[src/hdl/fbb_pkg.sv]
// ----------------------------------------------------------------------------
// fbb_pkg
// Shared types and constants of the foreground bounding box block: register
// indexes, register widths, reset values and the configuration bundle.
// ----------------------------------------------------------------------------
`default_nettype none

package fbb_pkg;

  // Configuration port
  localparam int unsigned CfgIdxW  = 3;
  localparam int unsigned CfgDataW = 12;

  typedef enum logic [CfgIdxW-1:0] {
    CFG_IMAGE_WIDTH      = 3'd0,
    CFG_IMAGE_HEIGHT     = 3'd1,
    CFG_CHANNEL_COUNT    = 3'd2,
    CFG_WHITE_BACKGROUND = 3'd3,
    CFG_PADDING          = 3'd4,
    CFG_MAKE_SQUARE      = 3'd5
  } fbb_cfg_idx_e;

  // Register widths
  localparam int unsigned SizeRegW = 12;
  localparam int unsigned ChanCntW = 3;
  localparam int unsigned PadW     = 10;

  // Pixel and result field widths
  localparam int unsigned ChanW    = 8;
  localparam int unsigned BoxPosW  = 11;
  localparam int unsigned BoxSizeW = 12;

  // Channel count codes that produce foreground
  localparam logic [ChanCntW-1:0] ChanOne   = 3'd1;
  localparam logic [ChanCntW-1:0] ChanThree = 3'd3;
  localparam logic [ChanCntW-1:0] ChanFour  = 3'd4;

  // Background levels
  localparam logic [ChanW-1:0] BgBlack = 8'd0;
  localparam logic [ChanW-1:0] BgWhite = 8'd255;

  // Register reset values
  localparam logic [SizeRegW-1:0] RstImageWidth  = 12'd640;
  localparam logic [SizeRegW-1:0] RstImageHeight = 12'd480;
  localparam logic [ChanCntW-1:0] RstChanCount   = 3'd1;

  typedef struct packed {
    logic [SizeRegW-1:0] image_width;
    logic [SizeRegW-1:0] image_height;
    logic [ChanCntW-1:0] channel_count;
    logic                white_background;
    logic [PadW-1:0]     padding;
    logic                make_square;
  } fbb_cfg_t;

endpackage

`default_nettype wire

[src/hdl/fbb_pixel_track.sv]
// ----------------------------------------------------------------------------
// fbb_pixel_track
// Registers each pixel, classifies it as foreground, steps the raster
// counters and keeps the extreme foreground rows and columns. At the last
// pixel of a frame it hands the raw extremes on as one record.
// ----------------------------------------------------------------------------
`default_nettype none

module fbb_pixel_track #(
  parameter int unsigned CW  = 11,  // column index width
  parameter int unsigned RW  = 11,  // row index width
  parameter int unsigned WSZ = 12,  // effective width value width
  parameter int unsigned HSZ = 12   // effective height value width
) (
  input  wire logic                          clk_i,
  input  wire logic                          rst_ni,
  input  wire fbb_pkg::fbb_cfg_t             cfg_i,
  input  wire logic [WSZ-1:0]                eff_width_i,
  input  wire logic [HSZ-1:0]                eff_height_i,
  // pixel request
  input  wire logic                          in_valid_i,
  output logic                               in_ready_o,
  input  wire logic [fbb_pkg::ChanW-1:0]     chan0_i,
  input  wire logic [fbb_pkg::ChanW-1:0]     chan1_i,
  input  wire logic [fbb_pkg::ChanW-1:0]     chan2_i,
  input  wire logic [fbb_pkg::ChanW-1:0]     chan3_i,
  // frame record request
  output logic                               rec_valid_o,
  input  wire logic                          rec_ready_i,
  output logic [RW-1:0]                      rec_first_row_o,
  output logic [RW-1:0]                      rec_last_row_o,
  output logic [CW-1:0]                      rec_first_col_o,
  output logic [CW-1:0]                      rec_last_col_o,
  output logic                               rec_found_o
);

  // Pixel input register
  logic                      px_valid_q;
  logic [fbb_pkg::ChanW-1:0] px_c0_q, px_c1_q, px_c2_q, px_c3_q;

  // Raster and extreme tracking state
  logic [CW-1:0] col_q, col_d;
  logic [RW-1:0] row_q, row_d;
  logic [RW-1:0] first_row_q, first_row_d, first_row_upd;
  logic [RW-1:0] last_row_q, last_row_d, last_row_upd;
  logic [CW-1:0] first_col_q, first_col_d, first_col_upd;
  logic [CW-1:0] last_col_q, last_col_d, last_col_upd;
  logic          found_q, found_d, found_upd;

  // Frame record register
  logic          rec_valid_q;
  logic [RW-1:0] rec_first_row_q, rec_last_row_q;
  logic [CW-1:0] rec_first_col_q, rec_last_col_q;
  logic          rec_found_q;

  logic                      fg;
  logic [fbb_pkg::ChanW-1:0] bg;
  logic [WSZ-1:0]            width_m1;
  logic [HSZ-1:0]            height_m1;
  logic                      row_end, frame_end;
  logic                      rec_free, px_fire, in_fire;

  // Classify the held pixel
  always_comb begin
    bg = cfg_i.white_background ? fbb_pkg::BgWhite : fbb_pkg::BgBlack;
    case (cfg_i.channel_count)
      fbb_pkg::ChanOne:   fg = (px_c0_q != bg);
      fbb_pkg::ChanThree: fg = (px_c0_q != bg) || (px_c1_q != bg) || (px_c2_q != bg);
      fbb_pkg::ChanFour:  fg = (px_c0_q != bg) || (px_c1_q != bg) || (px_c2_q != bg) ||
                               (px_c3_q != bg);
      default:            fg = 1'b0;
    endcase
  end

  // Fold the pixel into the extremes
  always_comb begin
    first_row_upd = (fg && !found_q) ? row_q : first_row_q;
    last_row_upd  = fg ? row_q : last_row_q;
    first_col_upd = (fg && (col_q < first_col_q)) ? col_q : first_col_q;
    last_col_upd  = (fg && (col_q > last_col_q)) ? col_q : last_col_q;
    found_upd     = found_q | fg;
  end

  // Detect row and frame ends
  assign width_m1  = eff_width_i - WSZ'(1);
  assign height_m1 = eff_height_i - HSZ'(1);
  assign row_end   = ((WSZ+1)'(col_q) >= (WSZ+1)'(width_m1));
  assign frame_end = row_end && ((HSZ+1)'(row_q) >= (HSZ+1)'(height_m1));

  // Handshakes: the pixel stage only waits when it closes a frame
  assign rec_free   = !rec_valid_q || rec_ready_i;
  assign px_fire    = px_valid_q && (!frame_end || rec_free);
  assign in_ready_o = !px_valid_q || px_fire;
  assign in_fire    = in_valid_i && in_ready_o;

  // Next tracking state
  always_comb begin
    col_d       = col_q;
    row_d       = row_q;
    first_row_d = first_row_q;
    last_row_d  = last_row_q;
    first_col_d = first_col_q;
    last_col_d  = last_col_q;
    found_d     = found_q;
    if (px_fire) begin
      if (frame_end) begin
        col_d       = '0;
        row_d       = '0;
        first_row_d = '0;
        last_row_d  = '0;
        first_col_d = '1;
        last_col_d  = '0;
        found_d     = 1'b0;
      end else begin
        first_row_d = first_row_upd;
        last_row_d  = last_row_upd;
        first_col_d = first_col_upd;
        last_col_d  = last_col_upd;
        found_d     = found_upd;
        if (row_end) begin
          col_d = '0;
          row_d = row_q + RW'(1);
        end else begin
          col_d = col_q + CW'(1);
        end
      end
    end
  end

  always_ff @(posedge clk_i or negedge rst_ni) begin
    if (!rst_ni) begin
      px_valid_q  <= 1'b0;
      col_q       <= '0;
      row_q       <= '0;
      first_row_q <= '0;
      last_row_q  <= '0;
      first_col_q <= '1;
      last_col_q  <= '0;
      found_q     <= 1'b0;
      rec_valid_q <= 1'b0;
    end else begin
      if (in_ready_o) begin
        px_valid_q <= in_valid_i;
      end
      col_q       <= col_d;
      row_q       <= row_d;
      first_row_q <= first_row_d;
      last_row_q  <= last_row_d;
      first_col_q <= first_col_d;
      last_col_q  <= last_col_d;
      found_q     <= found_d;
      if (rec_free) begin
        rec_valid_q <= px_fire && frame_end;
      end
    end
  end

  // Hold pixel and record payloads
  always_ff @(posedge clk_i) begin
    if (in_fire) begin
      px_c0_q <= chan0_i;
      px_c1_q <= chan1_i;
      px_c2_q <= chan2_i;
      px_c3_q <= chan3_i;
    end
    if (px_fire && frame_end) begin
      rec_first_row_q <= first_row_upd;
      rec_last_row_q  <= last_row_upd;
      rec_first_col_q <= first_col_upd;
      rec_last_col_q  <= last_col_upd;
      rec_found_q     <= found_upd;
    end
  end

  assign rec_valid_o     = rec_valid_q;
  assign rec_first_row_o = rec_first_row_q;
  assign rec_last_row_o  = rec_last_row_q;
  assign rec_first_col_o = rec_first_col_q;
  assign rec_last_col_o  = rec_last_col_q;
  assign rec_found_o     = rec_found_q;

endmodule

`default_nettype wire

[src/hdl/fbb_box_calc.sv]
// ----------------------------------------------------------------------------
// fbb_box_calc
// Turns a frame record into the final box over a short pipeline: widen the
// extremes, add padding, square, clamp into the image, trim the far edges.
// The last stage is the result register.
// ----------------------------------------------------------------------------
`default_nettype none

module fbb_box_calc #(
  parameter int unsigned CW  = 11,
  parameter int unsigned RW  = 11,
  parameter int unsigned WSZ = 12,
  parameter int unsigned HSZ = 12,
  parameter int unsigned SW  = 14   // signed working width
) (
  input  wire logic                          clk_i,
  input  wire logic                          rst_ni,
  input  wire fbb_pkg::fbb_cfg_t             cfg_i,
  input  wire logic [WSZ-1:0]                eff_width_i,
  input  wire logic [HSZ-1:0]                eff_height_i,
  // frame record request
  input  wire logic                          rec_valid_i,
  output logic                               rec_ready_o,
  input  wire logic [RW-1:0]                 rec_first_row_i,
  input  wire logic [RW-1:0]                 rec_last_row_i,
  input  wire logic [CW-1:0]                 rec_first_col_i,
  input  wire logic [CW-1:0]                 rec_last_col_i,
  input  wire logic                          rec_found_i,
  // box request
  output logic                               out_valid_o,
  input  wire logic                          out_ready_i,
  output logic [fbb_pkg::BoxPosW-1:0]        box_x_o,
  output logic [fbb_pkg::BoxPosW-1:0]        box_y_o,
  output logic [fbb_pkg::BoxSizeW-1:0]       box_width_o,
  output logic [fbb_pkg::BoxSizeW-1:0]       box_height_o
);

  logic signed [SW-1:0] img_w, img_h, pad, pad2;

  // Stage valids and readies
  logic v2_q, v3_q, v4_q, v5_q, vo_q;
  logic r2, r3, r4, r5, ro;

  // Stage payloads
  logic signed [SW-1:0] top_q, bottom_q, left_q, right_q;
  logic signed [SW-1:0] x3_q, y3_q, w3_q, h3_q;
  logic signed [SW-1:0] x4_q, y4_q, w4_q, h4_q;
  logic signed [SW-1:0] x5_q, y5_q, w5_q, h5_q;
  logic signed [SW-1:0] xo_q, yo_q, wo_q, ho_q;

  logic signed [SW-1:0] top_d, bottom_d, left_d, right_d;
  logic signed [SW-1:0] x4_d, y4_d, w4_d, h4_d, diff, ndiff;
  logic signed [SW-1:0] x5_d, y5_d, w5_d, h5_d;
  logic signed [SW-1:0] ex, ey, wo_d, ho_d;
  logic signed [SW-1:0] fr, lr, fc, lc;

  assign img_w = SW'(eff_width_i);
  assign img_h = SW'(eff_height_i);
  assign pad   = SW'(cfg_i.padding);
  assign pad2  = SW'({cfg_i.padding, 1'b0});

  // Stall chain from the result register back to the record input
  assign ro          = !vo_q || out_ready_i;
  assign r5          = !v5_q || ro;
  assign r4          = !v4_q || r5;
  assign r3          = !v3_q || r4;
  assign r2          = !v2_q || r3;
  assign rec_ready_o = r2;

  // Widen the extremes by one pixel inside the image; whole image if empty
  always_comb begin
    fr = SW'(rec_first_row_i);
    lr = SW'(rec_last_row_i);
    fc = SW'(rec_first_col_i);
    lc = SW'(rec_last_col_i);
    if (rec_found_i) begin
      top_d    = (fr > 0) ? fr - SW'(1) : fr;
      bottom_d = (lr < img_h - SW'(1)) ? lr + SW'(1) : lr;
      left_d   = (fc > 0) ? fc - SW'(1) : fc;
      right_d  = (lc < img_w - SW'(1)) ? lc + SW'(1) : lc;
    end else begin
      top_d    = '0;
      bottom_d = img_h - SW'(1);
      left_d   = '0;
      right_d  = img_w - SW'(1);
    end
  end

  // Grow the shorter side; the shift halves a non-negative difference
  always_comb begin
    x4_d  = x3_q;
    y4_d  = y3_q;
    w4_d  = w3_q;
    h4_d  = h3_q;
    diff  = h3_q - w3_q;
    ndiff = w3_q - h3_q;
    if (cfg_i.make_square) begin
      if (diff > 0) begin
        x4_d = x3_q - (diff >>> 1);
        w4_d = w3_q + diff;
      end else begin
        y4_d = y3_q - (ndiff >>> 1);
        h4_d = h3_q + ndiff;
      end
    end
  end

  // Clamp the corner into the image and the sizes to zero
  always_comb begin
    x5_d = (x4_q < 0) ? '0 : ((x4_q >= img_w) ? img_w - SW'(1) : x4_q);
    y5_d = (y4_q < 0) ? '0 : ((y4_q >= img_h) ? img_h - SW'(1) : y4_q);
    w5_d = (w4_q < 0) ? '0 : w4_q;
    h5_d = (h4_q < 0) ? '0 : h4_q;
  end

  // Trim a box that runs past the right or bottom edge
  always_comb begin
    ex   = x5_q + w5_q;
    ey   = y5_q + h5_q;
    wo_d = (ex > img_w) ? img_w - x5_q - SW'(1) : w5_q;
    ho_d = (ey > img_h) ? img_h - y5_q - SW'(1) : h5_q;
  end

  always_ff @(posedge clk_i or negedge rst_ni) begin
    if (!rst_ni) begin
      v2_q <= 1'b0;
      v3_q <= 1'b0;
      v4_q <= 1'b0;
      v5_q <= 1'b0;
      vo_q <= 1'b0;
    end else begin
      if (r2) v2_q <= rec_valid_i;
      if (r3) v3_q <= v2_q;
      if (r4) v4_q <= v3_q;
      if (r5) v5_q <= v4_q;
      if (ro) vo_q <= v5_q;
    end
  end

  // Advance payloads
  always_ff @(posedge clk_i) begin
    if (r2 && rec_valid_i) begin
      top_q    <= top_d;
      bottom_q <= bottom_d;
      left_q   <= left_d;
      right_q  <= right_d;
    end
    if (r3 && v2_q) begin
      x3_q <= left_q - pad;
      y3_q <= top_q - pad;
      w3_q <= right_q - left_q + pad2;
      h3_q <= bottom_q - top_q + pad2;
    end
    if (r4 && v3_q) begin
      x4_q <= x4_d;
      y4_q <= y4_d;
      w4_q <= w4_d;
      h4_q <= h4_d;
    end
    if (r5 && v4_q) begin
      x5_q <= x5_d;
      y5_q <= y5_d;
      w5_q <= w5_d;
      h5_q <= h5_d;
    end
    if (ro && v5_q) begin
      xo_q <= x5_q;
      yo_q <= y5_q;
      wo_q <= wo_d;
      ho_q <= ho_d;
    end
  end

  assign out_valid_o  = vo_q;
  assign box_x_o      = xo_q[fbb_pkg::BoxPosW-1:0];
  assign box_y_o      = yo_q[fbb_pkg::BoxPosW-1:0];
  assign box_width_o  = wo_q[fbb_pkg::BoxSizeW-1:0];
  assign box_height_o = ho_q[fbb_pkg::BoxSizeW-1:0];

endmodule

`default_nettype wire

[src/hdl/foreground_bounding_box.sv]
// ----------------------------------------------------------------------------
// foreground_bounding_box
// Finds the bounding box of the foreground pixels of a raster-order image
// and reports it, padded, optionally squared and clamped, once per frame.
// ----------------------------------------------------------------------------
//
//  channel  direction  handshake                  payload
//  in       input      in_valid_i / in_ready_o    chan0_i .. chan3_i
//  out      output     out_valid_o / out_ready_i  box_x_o, box_y_o,
//                                                 box_width_o, box_height_o
//  cfg      input      cfg_valid_i / cfg_ready_o  cfg_index_i, cfg_data_i
//
//  One pixel is taken every clock while in_ready_o is high. After the
//  last pixel of a frame enters the pixel register, the box passes the
//  frame record, then five box stages ending in the result register.
//  Reset clears the raster counters, the tracked extremes and all valids
//  and loads the register defaults. No clearing pass follows reset.
//  A stalled result holds the box pipeline; pixels keep flowing until a
//  frame end finds the record stage full.
//
`default_nettype none

module foreground_bounding_box #(
  parameter int unsigned MAX_WIDTH  = 2048,
  parameter int unsigned MAX_HEIGHT = 2048
) (
  input  wire logic                              clk_i,
  input  wire logic                              rst_ni,
  // configuration
  input  wire logic                              cfg_valid_i,
  output logic                                   cfg_ready_o,
  input  wire logic [fbb_pkg::CfgIdxW-1:0]       cfg_index_i,
  input  wire logic [fbb_pkg::CfgDataW-1:0]      cfg_data_i,
  // pixels
  input  wire logic                              in_valid_i,
  output logic                                   in_ready_o,
  input  wire logic [fbb_pkg::ChanW-1:0]         chan0_i,
  input  wire logic [fbb_pkg::ChanW-1:0]         chan1_i,
  input  wire logic [fbb_pkg::ChanW-1:0]         chan2_i,
  input  wire logic [fbb_pkg::ChanW-1:0]         chan3_i,
  // box results
  output logic                                   out_valid_o,
  input  wire logic                              out_ready_i,
  output logic [fbb_pkg::BoxPosW-1:0]            box_x_o,
  output logic [fbb_pkg::BoxPosW-1:0]            box_y_o,
  output logic [fbb_pkg::BoxSizeW-1:0]           box_width_o,
  output logic [fbb_pkg::BoxSizeW-1:0]           box_height_o
);

  localparam int unsigned CW  = $clog2(MAX_WIDTH);
  localparam int unsigned RW  = $clog2(MAX_HEIGHT);
  localparam int unsigned WSZ = $clog2(MAX_WIDTH + 1);
  localparam int unsigned HSZ = $clog2(MAX_HEIGHT + 1);
  localparam int unsigned SZW = (WSZ > HSZ) ? WSZ : HSZ;
  // room for twice the padding and a squared side past the image
  localparam int unsigned SW  = ((SZW > fbb_pkg::PadW + 1) ? SZW : fbb_pkg::PadW + 1) + 3;

  fbb_pkg::fbb_cfg_t cfg_q;
  logic [WSZ-1:0]    eff_width;
  logic [HSZ-1:0]    eff_height;

  logic          rec_valid, rec_ready, rec_found;
  logic [RW-1:0] rec_first_row, rec_last_row;
  logic [CW-1:0] rec_first_col, rec_last_col;

  // Register writes; unknown indexes drop
  assign cfg_ready_o = 1'b1;

  always_ff @(posedge clk_i or negedge rst_ni) begin
    if (!rst_ni) begin
      cfg_q.image_width      <= fbb_pkg::RstImageWidth;
      cfg_q.image_height     <= fbb_pkg::RstImageHeight;
      cfg_q.channel_count    <= fbb_pkg::RstChanCount;
      cfg_q.white_background <= 1'b0;
      cfg_q.padding          <= '0;
      cfg_q.make_square      <= 1'b0;
    end else if (cfg_valid_i && cfg_ready_o) begin
      case (cfg_index_i)
        fbb_pkg::CFG_IMAGE_WIDTH:      cfg_q.image_width   <= cfg_data_i;
        fbb_pkg::CFG_IMAGE_HEIGHT:     cfg_q.image_height  <= cfg_data_i;
        fbb_pkg::CFG_CHANNEL_COUNT:
          cfg_q.channel_count <= cfg_data_i[fbb_pkg::ChanCntW-1:0];
        fbb_pkg::CFG_WHITE_BACKGROUND: cfg_q.white_background <= cfg_data_i[0];
        fbb_pkg::CFG_PADDING:
          cfg_q.padding <= cfg_data_i[fbb_pkg::PadW-1:0];
        fbb_pkg::CFG_MAKE_SQUARE:      cfg_q.make_square <= cfg_data_i[0];
        default: ;
      endcase
    end
  end

  // Effective image size: zero reads as one, large values saturate
  always_comb begin
    if (cfg_q.image_width == '0) begin
      eff_width = WSZ'(1);
    end else if (32'(cfg_q.image_width) > 32'(MAX_WIDTH)) begin
      eff_width = WSZ'(MAX_WIDTH);
    end else begin
      eff_width = WSZ'(cfg_q.image_width);
    end
    if (cfg_q.image_height == '0) begin
      eff_height = HSZ'(1);
    end else if (32'(cfg_q.image_height) > 32'(MAX_HEIGHT)) begin
      eff_height = HSZ'(MAX_HEIGHT);
    end else begin
      eff_height = HSZ'(cfg_q.image_height);
    end
  end

  fbb_pixel_track #(
    .CW  (CW),
    .RW  (RW),
    .WSZ (WSZ),
    .HSZ (HSZ)
  ) u_track (
    .clk_i           (clk_i),
    .rst_ni          (rst_ni),
    .cfg_i           (cfg_q),
    .eff_width_i     (eff_width),
    .eff_height_i    (eff_height),
    .in_valid_i      (in_valid_i),
    .in_ready_o      (in_ready_o),
    .chan0_i         (chan0_i),
    .chan1_i         (chan1_i),
    .chan2_i         (chan2_i),
    .chan3_i         (chan3_i),
    .rec_valid_o     (rec_valid),
    .rec_ready_i     (rec_ready),
    .rec_first_row_o (rec_first_row),
    .rec_last_row_o  (rec_last_row),
    .rec_first_col_o (rec_first_col),
    .rec_last_col_o  (rec_last_col),
    .rec_found_o     (rec_found)
  );

  fbb_box_calc #(
    .CW  (CW),
    .RW  (RW),
    .WSZ (WSZ),
    .HSZ (HSZ),
    .SW  (SW)
  ) u_box (
    .clk_i           (clk_i),
    .rst_ni          (rst_ni),
    .cfg_i           (cfg_q),
    .eff_width_i     (eff_width),
    .eff_height_i    (eff_height),
    .rec_valid_i     (rec_valid),
    .rec_ready_o     (rec_ready),
    .rec_first_row_i (rec_first_row),
    .rec_last_row_i  (rec_last_row),
    .rec_first_col_i (rec_first_col),
    .rec_last_col_i  (rec_last_col),
    .rec_found_i     (rec_found),
    .out_valid_o     (out_valid_o),
    .out_ready_i     (out_ready_i),
    .box_x_o         (box_x_o),
    .box_y_o         (box_y_o),
    .box_width_o     (box_width_o),
    .box_height_o    (box_height_o)
  );

endmodule

`default_nettype wire

[config.mk]
export PLATFORM = sky130hd
export DESIGN_NAME = foreground_bounding_box
export DESIGN_NICKNAME = d
export VERILOG_FILES = /design/src/hdl/fbb_pkg.sv /design/src/hdl/fbb_pixel_track.sv /design/src/hdl/fbb_box_calc.sv /design/src/hdl/foreground_bounding_box.sv
export SDC_FILE = /design/constraint.sdc
export NUM_CORES = 1
export LEC_CHECK = 0
export ABC_CLOCK_PERIOD_IN_PS = 7500
export BUFFER_PORTS_ARGS = -buffer_cell sky130_fd_sc_hd__buf_2
export CORE_MARGIN = 3
export CORE_UTILIZATION = 50
export CTS_CLUSTER_DIAMETER = 60
export DETAILED_ROUTE_END_ITERATION = 8
export PLACE_DENSITY = 0.66
export RECOVER_POWER = 50
export SLEW_MARGIN = 20
export SYNTH_ARGS = -nofsm -noshare
export SYNTH_HDL_FRONTEND = slang
export SYNTH_SLANG_ARGS = --single-unit
[constraint.sdc]
create_clock -name clk_i -period 7.5 [get_ports clk_i]
set_input_delay 1.5 -clock clk_i [delete_from_list [all_inputs] [get_ports clk_i]]
set_output_delay 1.5 -clock clk_i [all_outputs]
set_load 0.02 [all_outputs]
==> results.py <==
metrics = {
    "run_status": {
        "status": "finished, violations left",
        "violations": "max-capacitance violations, max-slew violations",
    },
    "power": {
        "power_switching_w": 0.00361,
        "power-per-cell-area_mw_per_mm2": 300,
        "share_comb_of_total_power_pct": 34.8,
        "switching_share_pct": 35.5,
        "clock_power_share_pct": 29.7,
        "peakVddDrop_uv": 290,
        "p_int_w": 0.00655,
        "pwr-share-seq_pct": 35.5,
        "p_leak_nw": 14.3,
    },
    "cts": {
        "clkLatencyLatePin_ns": 0.63,
        "tritoncts": "yes",
        "tritoncts_num_sinks": 462,
        "cts.repair_timing.setup_buffer_count": 0,
        "clk_pin_slew_ns": 0.06,
        "clock_tree.htree_level_count": 2,
        "hold_buffers": 0,
        "clock_path_buffers": 3,
        "cts.repair.resized": 0,
        "clk_root_buffer_cell": "sky130_fd_sc_hd__clkbuf_16",
        "cts_inserted_buffers": 57,
    },
    "synthesis": {
        "cell_variety_after_synth": 103,
        "synth-compound-area-share_pct": 14.0,
        "synth-xor-area-share_pct": 5.13,
        "mux_contribution_to_synthesized_area_pct": 3.98,
        "synthAdderAreaFrac_pct": 14.5,
        "synth.cell_area_sq_mm": 0.0305,
        "synth-seq-area-share_pct": 43.6,
        "yosys_most_used_dff": "sky130_fd_sc_hd__edfxtp_1",
        "synth.ff_latch_count": 462,
        "synth-simple-area-share_pct": 13.9,
        "synth_top_family_by_area": "adder cells",
        "syn_area_per_cell_sq_um": 10.4,
        "netlist_instances": 2946,
        "synth_edf_count": 349,
        "yosys_warnings": 0,
        "synth-async-reset-ratio_pct": 24.5,
    },
    "cells_and_area": {
        "flow.area_growth_from_synthesis_pct": 11.0,
        "fin_nets": 3437,
        "leading_cell_type_in_the_layout_fill_and_taps_excluded": "sky130_fd_sc_hd__edfxtp_1",
        "most-common-layout-cells": "sky130_fd_sc_hd__edfxtp_1 (349), sky130_fd_sc_hd__ha_1 (299), sky130_fd_sc_hd__inv_1 (296), sky130_fd_sc_hd__nand2_1 (215), sky130_fd_sc_hd__o21ai_0 (201)",
        "drive_above_1_share_pct": 10.9,
        "final_core_util_pct": 56.8,
    },
    "placement": {
        "buffer_ports.inserted": 99,
        "detailed_place_hpwl_mm": 59.8,
        "globalplace.congestion": 0.913,
    },
    "run": {
        "drv_cap": 6,
    },
    "critical_path": {
        "worst-path-max-fanout": 17,
        "setup.worst_path.start_class": "register",
        "timing.critical_path.slowest_stage_cell": "sky130_fd_sc_hd__dfrtp_1",
        "worst-endpoint-arrival_ns": 5.32,
        "timing_worst_setup_path_type": "register to output pin",
        "path_cells": "inv_1, o21ai_0, ha_1, o21ai_0, o21bai_1, nor3_1, o21ai_0, inv_1, ha_1, inv_1, o31ai_4, nand2b_1, nor2_1, inv_1, buf_2",
        "path_delay_family": "compound AO/OA/AOI/OAI gates",
        "worstPathRequired_ns": 6.00,
        "critPathMaxStageDelay_ns": 0.53,
        "cp.buffers_inverters": 5,
        "worstSetupEndpointType": "output pin",
        "critical-path-top-cell-by-count": "sky130_fd_sc_hd__inv_1",
    },
    "worst_hold_path": {
        "worstHoldPathType": "register to register",
    },
    "route": {
        "drt-vias-per-instance": 5.77,
        "drt_wl_total_mm": 77.1,
        "drt_iter0_drc": 1934,
        "drtPass1Iterations": 8,
        "avgRoutedWirePerCell_um": 19.9,
        "post-route-drc-count": 0,
        "vias": 22400,
        "ant_nets": 0,
    },
    "floorplan": {
        "die_width_um": 253,
        "floorplan.die.height_um": 253,
        "dieArea_sq_mm": 0.0641,
        "io_pins": 101,
        "placement_rows": 89,
        "initial_utilization_pct": 51.2,
        "core_region_area_sq_mm": 0.0597,
    },
    "sta": {
        "timing_hold_violations_final": 0,
        "timing.setup.tns_ns": 0,
        "clock-skew-final_ns": 0.0283,
        "rsz0062_at_grt": "false",
        "finalCritPeriodShare_pct": 90.9,
        "final-setup-viol-count": 0,
        "fmax_mhz": 147,
        "period_minus_slack_ns": 6.82,
        "worst_slew_margin_rel_pct": -178,
        "worst-slew-pin-transition_ns": 4.17,
        "timing.final.max_slew_violations": 306,
    },
    "global_route": {
        "grt_max_degree": 73,
        "grt_pass1_vias": 21800,
        "grt_pass1_wl_mm": 121,
        "initial_antenna_violation_count": 0,
        "grt-ovfl-total": 0,
        "groute.usage.overall_pct": 24.1,
    },
}
## flip-flops by register name, indices dropped and copies added, names as in the netlist, 15 cells and up
name,cells
u_box.x5_q,15
u_box.h3_q,15
u_box.w4_q,15
u_box.h4_q,15
u_box.x4_q,15
u_box.w5_q,15
u_box.y4_q,15
cfg_q,39
u_box.w3_q,15
u_box.h5_q,15
u_box.y5_q,15
## cells by family after synthesis
logic type | count (synthesis)
AO/OA/AOI/OAI | 638
XOR/XNOR | 179
adder cells (fa/ha/maj) | 333
buffers and inverters | 374
flip-flops | 462
multiplexers | 109
other | 2
AND/OR/NAND/NOR | 849
## path summary, 6_finish.rpt
kind                                             endpoint  depth (start not counted)  slack [ns]     startpoint
worst max-delay path                           in_ready_o                         15        0.68      cfg_q[26]
worst min-delay path                        u_box.xo_q[3]                          0        0.49  u_box.x5_q[3]
worst max register to register  u_track.rec_last_col_o[3]                         19        1.25      cfg_q[20]
worst min register to register              u_box.xo_q[3]                          0        0.49  u_box.x5_q[3]
max in group asynchronous                       cfg_q[16]                          2        1.47         rst_ni
min in group asynchronous           u_track.last_col_q[7]                          1        2.34         rst_ni
## per-stage QoR
stage	total power (W)	setup WS (ns)	instance area, sq um	std cells	hold WS (ns)
global placement	0.00701	1.58	31900	3766	0.462
floorplan	0.00612	1.21	30500	2947	0.426
CTS	0.0102	0.701	34000	3874	0.492
global route	0.0108	0.271	33900	3874	0.509
finish	0.0102	0.683	33900	3875	0.494
detailed placement	0.00712	1.39	31900	3766	0.476
## area by class of cell
| type | count | area [sq um] |
|---|---|---|
| fill | 5056 | 25800 |
| multi-input combinational | 2111 | 15800 |
| sequential | 462 | 13300 |
| clock buffer | 62 | 1460 |
| inverter | 297 | 1110 |
| tap | 773 | 967 |
| clock inverter | 46 | 648 |
| timing repair buffer | 123 | 609 |
| antenna | 1 | 2.50 |
## worst reg2reg max path, stage by stage, from the launching register on
cell	delay, ns
sky130_fd_sc_hd__dfstp_2	0.62
sky130_fd_sc_hd__nor3_1	0.11
sky130_fd_sc_hd__nand3b_1	0.21
sky130_fd_sc_hd__nor2_1	0.07
sky130_fd_sc_hd__o21ai_0	0.41
sky130_fd_sc_hd__ha_1	0.27
sky130_fd_sc_hd__o21ai_0	0.30
sky130_fd_sc_hd__nor3_1	0.24
sky130_fd_sc_hd__a21oi_1	0.06
sky130_fd_sc_hd__a21oi_1	0.17
sky130_fd_sc_hd__buf_4	0.17
sky130_fd_sc_hd__ha_1	0.25
sky130_fd_sc_hd__a21o_1	0.17
sky130_fd_sc_hd__a221o_1	0.34
sky130_fd_sc_hd__a221oi_1	0.58
sky130_fd_sc_hd__o31ai_4	0.23
sky130_fd_sc_hd__nand2b_1	0.18
sky130_fd_sc_hd__nand3_1	0.42
sky130_fd_sc_hd__nor2_4	0.72
sky130_fd_sc_hd__buf_4	0.39
## cell usage after synthesis (all sizes together) (75+ instances only)
master	number	share of area (%)
o21ai	204	3.4
nor2b	75	1.6
inv	297	3.7
mux2	87	3.3
nor3	90	1.5
nand2	217	2.7
xnor2	103	3.0
ha	299	12
edfxtp	349	34
dfrtp	95	7.8
xor2	76	2.2
a21oi	114	1.9
nor2	199	2.5
## per-layer routing
layer / up-vias / global-route usage [%] / routed length (um)
met2: 576 / 38.2 / 34800
li1: 10800 / - / -
met1: 10900 / 34.7 / 35900
met3: 116 / 2.94 / 4140
met5: - / 0 / 0
met4: 0 / 7.51 / 2230
## power by group through the flow
stage / Sequential (W) / Combinational [W] / Clock (W)
3_3_place_gp: 0.00363 / 0.00338 / 0
4_1_cts: 0.00359 / 0.00352 / 0.00308
6_report: 0.00360 / 0.00354 / 0.00302
2_1_floorplan: 0.00349 / 0.00263 / 0
5_1_grt: 0.00364 / 0.00395 / 0.00319
3_5_place_dp: 0.00364 / 0.00349 / 0
(Power assumes the default switching activity.)
